--- src/hdl/mt_pkg.sv ---
// ----------------------------------------------------------------------------
// MT19937 shared definitions
// Word widths, recurrence constants, request codes and the twist and temper
// functions that the generator uses.
// ----------------------------------------------------------------------------
package mt_pkg;

  localparam int WORD_W      = 32;
  localparam int STATE_WORDS = 624;
  localparam int TWIST_OFFSET = 397;
  localparam int IDX_W       = $clog2(STATE_WORDS);

  localparam logic [WORD_W-1:0] SEED_MULT    = 32'h6c078965;
  localparam logic [WORD_W-1:0] TWIST_MATRIX = 32'h9908b0df;
  localparam logic [WORD_W-1:0] HIGH_BIT     = 32'h80000000;
  localparam logic [WORD_W-1:0] LOW_BITS     = 32'h7fffffff;
  localparam logic [WORD_W-1:0] TEMPER_B     = 32'h9d2c5680;
  localparam logic [WORD_W-1:0] TEMPER_C     = 32'hefc60000;

  localparam int SEED_SHIFT = 30;
  localparam int TEMPER_U   = 11;
  localparam int TEMPER_S   = 7;
  localparam int TEMPER_T   = 15;
  localparam int TEMPER_L   = 18;

  // Request codes on req_type
  typedef enum logic {
    REQ_SEED = 1'b0,
    REQ_NEXT = 1'b1
  } req_t;

  // Seeding unit to top level: shift request and word for the chain tail
  typedef struct packed {
    logic              load;
    logic              busy;
    logic [WORD_W-1:0] word;
  } seed_ctl_t;

  // One step of the twist recurrence
  function automatic logic [WORD_W-1:0] twist_word(input logic [WORD_W-1:0] head,
                                                   input logic [WORD_W-1:0] nxt,
                                                   input logic [WORD_W-1:0] far);
    logic [WORD_W-1:0] y;
    logic [WORD_W-1:0] v;
    y = (head & HIGH_BIT) | (nxt & LOW_BITS);
    v = far ^ (y >> 1);
    if (y[0]) begin
      v = v ^ TWIST_MATRIX;
    end
    return v;
  endfunction

  // Output tempering
  function automatic logic [WORD_W-1:0] temper(input logic [WORD_W-1:0] w);
    logic [WORD_W-1:0] y;
    y = w ^ (w >> TEMPER_U);
    y = y ^ ((y << TEMPER_S) & TEMPER_B);
    y = y ^ ((y << TEMPER_T) & TEMPER_C);
    y = y ^ (y >> TEMPER_L);
    return y;
  endfunction

endpackage

--- src/hdl/mt_seeder.sv ---
// ----------------------------------------------------------------------------
// MT seeding unit
// Runs the multiplicative seed recurrence, one word per cycle, feeding the
// chain tail from the word that entered it the cycle before.
// ----------------------------------------------------------------------------
module mt_seeder
  import mt_pkg::*;
(
  input  logic              clk,
  input  logic              rst,
  input  logic              start,
  input  logic [WORD_W-1:0] seed_value,
  input  logic [WORD_W-1:0] prev,
  output seed_ctl_t         ctl
);

  logic             busy;
  logic [IDX_W-1:0] count;
  logic [WORD_W-1:0] mixed;

  // Word counter: the seed itself goes in on the start cycle
  always_ff @(posedge clk) begin
    if (rst) begin
      busy  <= 1'b0;
      count <= '0;
    end else if (start) begin
      busy  <= 1'b1;
      count <= IDX_W'(1);
    end else if (busy) begin
      count <= count + IDX_W'(1);
      if (count == IDX_W'(STATE_WORDS - 1)) begin
        busy <= 1'b0;
      end
    end
  end

  // t[i] = mult * (p ^ (p >> 30)) + i, modulo 2^32
  always_comb begin
    mixed    = prev ^ (prev >> SEED_SHIFT);
    ctl.load = start | busy;
    ctl.busy = busy;
    if (start) begin
      ctl.word = seed_value;
    end else begin
      ctl.word = (mixed * SEED_MULT) + WORD_W'(count);
    end
  end

endmodule

--- config.mk ---
export PLATFORM = sky130hd
export DESIGN_NAME = mt_seeder
export DESIGN_NICKNAME = d
export VERILOG_FILES = /design/src/hdl/mt_pkg.sv /design/src/hdl/mt_seeder.sv
export SDC_FILE = /design/constraint.sdc
export NUM_CORES = 1
export LEC_CHECK = 0
export ABC_AREA = 1
export BUFFER_PORTS_ARGS = -buffer_cell sky130_fd_sc_hd__buf_2
export CELL_PAD_IN_SITES_DETAIL_PLACEMENT = 0
export CELL_PAD_IN_SITES_GLOBAL_PLACEMENT = 1
export CORE_ASPECT_RATIO = 1.75
export CORE_MARGIN = 2
export CORE_UTILIZATION = 40
export DETAILED_ROUTE_END_ITERATION = 12
export PLACE_DENSITY_LB_ADDON = 0.1
export SLEW_MARGIN = 30
export SYNTH_ARGS = -nofsm -noshare
export SYNTH_HDL_FRONTEND = slang
export SYNTH_SLANG_ARGS = --single-unit
export TNS_END_PERCENT = 100
--- constraint.sdc ---
create_clock -name clk -period 25.3 [get_ports clk]
set_clock_uncertainty 0.1 [all_clocks]
set_input_delay 5.06 -clock clk [delete_from_list [all_inputs] [get_ports clk]]
set_output_delay 5.06 -clock clk [all_outputs]
set_load 0.01 [all_outputs]
==> flow_summary.json <==
{
  "cts_buffers": 3,
  "nNetsFinal": 1756,
  "num_antenna_cells": 0,
  "drc": 0,
  "synth_top_area_share_pct": 31.33,
  "netlist_area_mm2": 0.009776,
  "htreeDepth": 1,
  "reg2regPathDepth": 7,
  "final_core_util_pct": 44.56,
  "startpoint_type": "input port",
  "detailed_place_hpwl_mm": 24.55,
  "max_freq_ghz": 0.06133,
  "cts_hold_buf": 0,
  "synth_enable_flop_cells": 0,
  "chipHeight_um": 210.8,
  "synth-seq-cells": 11,
  "holdCritPathClass": "reg2reg",
  "firstDrtPassIters": 4,
  "drt-wirelength-per-cell_um": 16.77,
  "reg2reg_slack_ns": 23.59,
  "netlist-cell-type-count": 41,
  "cts.path.max_buffers": 2,
  "end_kind": "output port",
  "maxCapViolCount": 0,
  "synth_area_per_cell_um2": 8.133,
  "cts.clk_slew.worst_paths_ns": 0.04,
  "row_count": 75,
  "start_util_pct": 40.69,
  "path_class": "in2out",
  "grt_max_degree": 43,
  "drv_slew": 0,
  "place_congestion": 0.9067,
  "postSynth.asyncResetShare_pct": 0,
  "ys.flop_type": "dfxtp_1",
  "antenna_left": 0,
  "rsz0062_at_grt": "no",
  "cts_sinks": 11,
  "port-buffer-count": 100,
  "grt_usage_pct": 22.30,
  "drt_first_iter_violations": 261,
  "hold_violations": 0,
  "grt_first_pass_wirelength_mm": 43.88,
  "clkLatencyLatePin_ns": 0.24,
  "setup_violations": 0,
  "overflow": 0,
  "totalWireLength_mm": 26.94,
  "core_area_mm2": 0.02402,
  "synth_area_leaders": "fa_1 31%, ha_1 30%, inv_1 12%",
  "cp_max_fo": 5,
  "syn_inst": 1202,
  "drive_gt1_share_pct": 9.861,
  "worstMarginPinSlew_ns": 0.6988,
  "grt_pass1_vias": 8617,
  "ys_seq_area_share_pct": 2.253,
  "antenna_found_initial": 0,
  "status": "finished, final reports clean",
  "dieArea_mm2": 0.02576,
  "post_cts_buffers": 0,
  "viasPerCell": 4.830,
  "synthToLayoutAreaGrowth_pct": 9.510,
  "setup.worst_path.end": "ctl[30]",
  "yosys_warnings": 0,
  "cp.required_ns": 20.14,
  "routed-via-count": 7757,
  "relSlewSlack_pct": 53.41,
  "r2r-end": "count[8]$_SDFFE_PP0P_",
  "period_minus_slack_ns": 16.31,
  "yosysTopAreaCell": "fa_1",
  "tns_ns": 0,
  "cts_root_buf": "clkbuf_16",
  "ios": 101,
  "die-width_um": 122.2,
  "cts_tree": "yes",
  "post-route-period-util_pct": 64.45,
  "synth_nets": 1659,
  "worstPathArrival_ns": 11.15,
  "ctsResizeCount": 0,
  "reg2reg_from": "count[0]$_SDFFE_PP0P_",
  "critPathLaunch": "prev[0]"
}
-- layout by cell type (no fill, tap or decap), types with 4 or more instances in the layout --
cell type and count:
buf_2 100, nand2_1 211, xor2_1 13, inv_1 324
nor3_1 9, nor2_1 40, o21ai_0 20, nand3_1 56
o21ai_1 6, a21oi_2 4, nand4_1 8, o21bai_1 5
a21oi_1 37, dfxtp_1 11, o21a_1 4, fa_1 153
or2_1 6, ha_1 237, or2_2 8, xnor2_1 15
-- final cells by class --
cell class                 count  area [um2]
tap                          308       385.4
timing repair buffer         100       500.5
multi-input combinational    856        8293
inverter                     327        1227
sequential                    11       220.2
clock buffer                   4       78.83
fill                        2546       13320
-- cells by family after synthesis --
group	share of synthesized area (%)
flops	2.253
xor+xnor	2.509
buf+inv	12.91
fa+ha+maj	61.67
compound gates	5.440
simple gates	15.22
-- layer usage --
layer,vias up,GRT usage (%),part of all wire [%]
li1,3905,-,-
met1,3663,24.07,38
met2,142,45.42,57
met3,47,0.8909,2.2
met4,0,6.421,3.4
met5,-,0,0
-- cells in the mapped netlist, drive strengths merged (3+ instances only) --
| master | instances |
|---|---|
| a21o | 3 |
| nor3 | 12 |
| xnor2 | 15 |
| nand4 | 8 |
| or2 | 15 |
| dfxtp | 11 |
| nor2 | 41 |
| fa | 153 |
| xor2 | 13 |
| o21ai | 28 |
| inv | 326 |
| o21bai | 5 |
| ha | 237 |
| nand3 | 58 |
| o21a | 4 |
| a21oi | 41 |
| clkbuf | 6 |
| nand2 | 212 |
-- critical path, stage by stage --
cell and delay, ns:
buf_2 0.10, xnor2_1 0.45, xnor2_1 0.18, inv_1 0.17, ha_1 0.22, or2_2 0.29
ha_1 0.28, inv_1 0.05, fa_1 0.47, inv_1 0.04, ha_1 0.18, fa_1 0.47
fa_1 0.47, fa_1 0.51, inv_1 0.05, fa_1 0.47, inv_1 0.04, ha_1 0.33
a21oi_1 0.25, o21ai_0 0.12, a21oi_1 0.20, inv_1 0.07, a21oi_1 0.22, nand2_1 0.08
nand2_1 0.06, nand3_1 0.11, nand2_1 0.09, buf_2 0.12
-- worst min path at each step --
| stage | slack [ns] | start | end | depth (start not counted) |
|---|---|---|---|---|
| 6_report | 0.41 | count[1]$_SDFFE_PP0P_ | count[1]$_SDFFE_PP0P_ | 2 |
| 5_1_grt | 0.43 | count[1]$_SDFFE_PP0P_ | count[1]$_SDFFE_PP0P_ | 2 |
| 4_1_cts | 0.41 | count[1]$_SDFFE_PP0P_ | count[1]$_SDFFE_PP0P_ | 2 |
| 3_5_place_dp | 0.40 | count[1]$_SDFFE_PP0P_ | count[1]$_SDFFE_PP0P_ | 2 |
| 3_3_place_gp | 0.40 | count[1]$_SDFFE_PP0P_ | count[1]$_SDFFE_PP0P_ | 2 |
| 2_1_floorplan | 0.37 | count[1]$_SDFFE_PP0P_ | count[1]$_SDFFE_PP0P_ | 2 |
-- state kept, by name, summed over array words and instances, names as in the netlist --
| register | cells |
|---|---|
| busy | 1 |
| count | 10 |
-- metrics by stage --
step / hold WS [ns] / cell area (um2) / std cells / setup slack [ns]
after detailed placement: 0.4049 / 10630 / 1602 / 8.957
after global placement: 0.4007 / 10630 / 1602 / 9.088
final: 0.4075 / 10710 / 1606 / 8.994
after floorplan: 0.3746 / 9776 / 1202 / 9.791
after CTS: 0.4115 / 10710 / 1606 / 8.944
after global routing: 0.4281 / 10710 / 1606 / 8.554
Power is left out: the tool's default activity adds up to more than one toggle a clock period on the data nets, which glitch-free logic cannot reach.
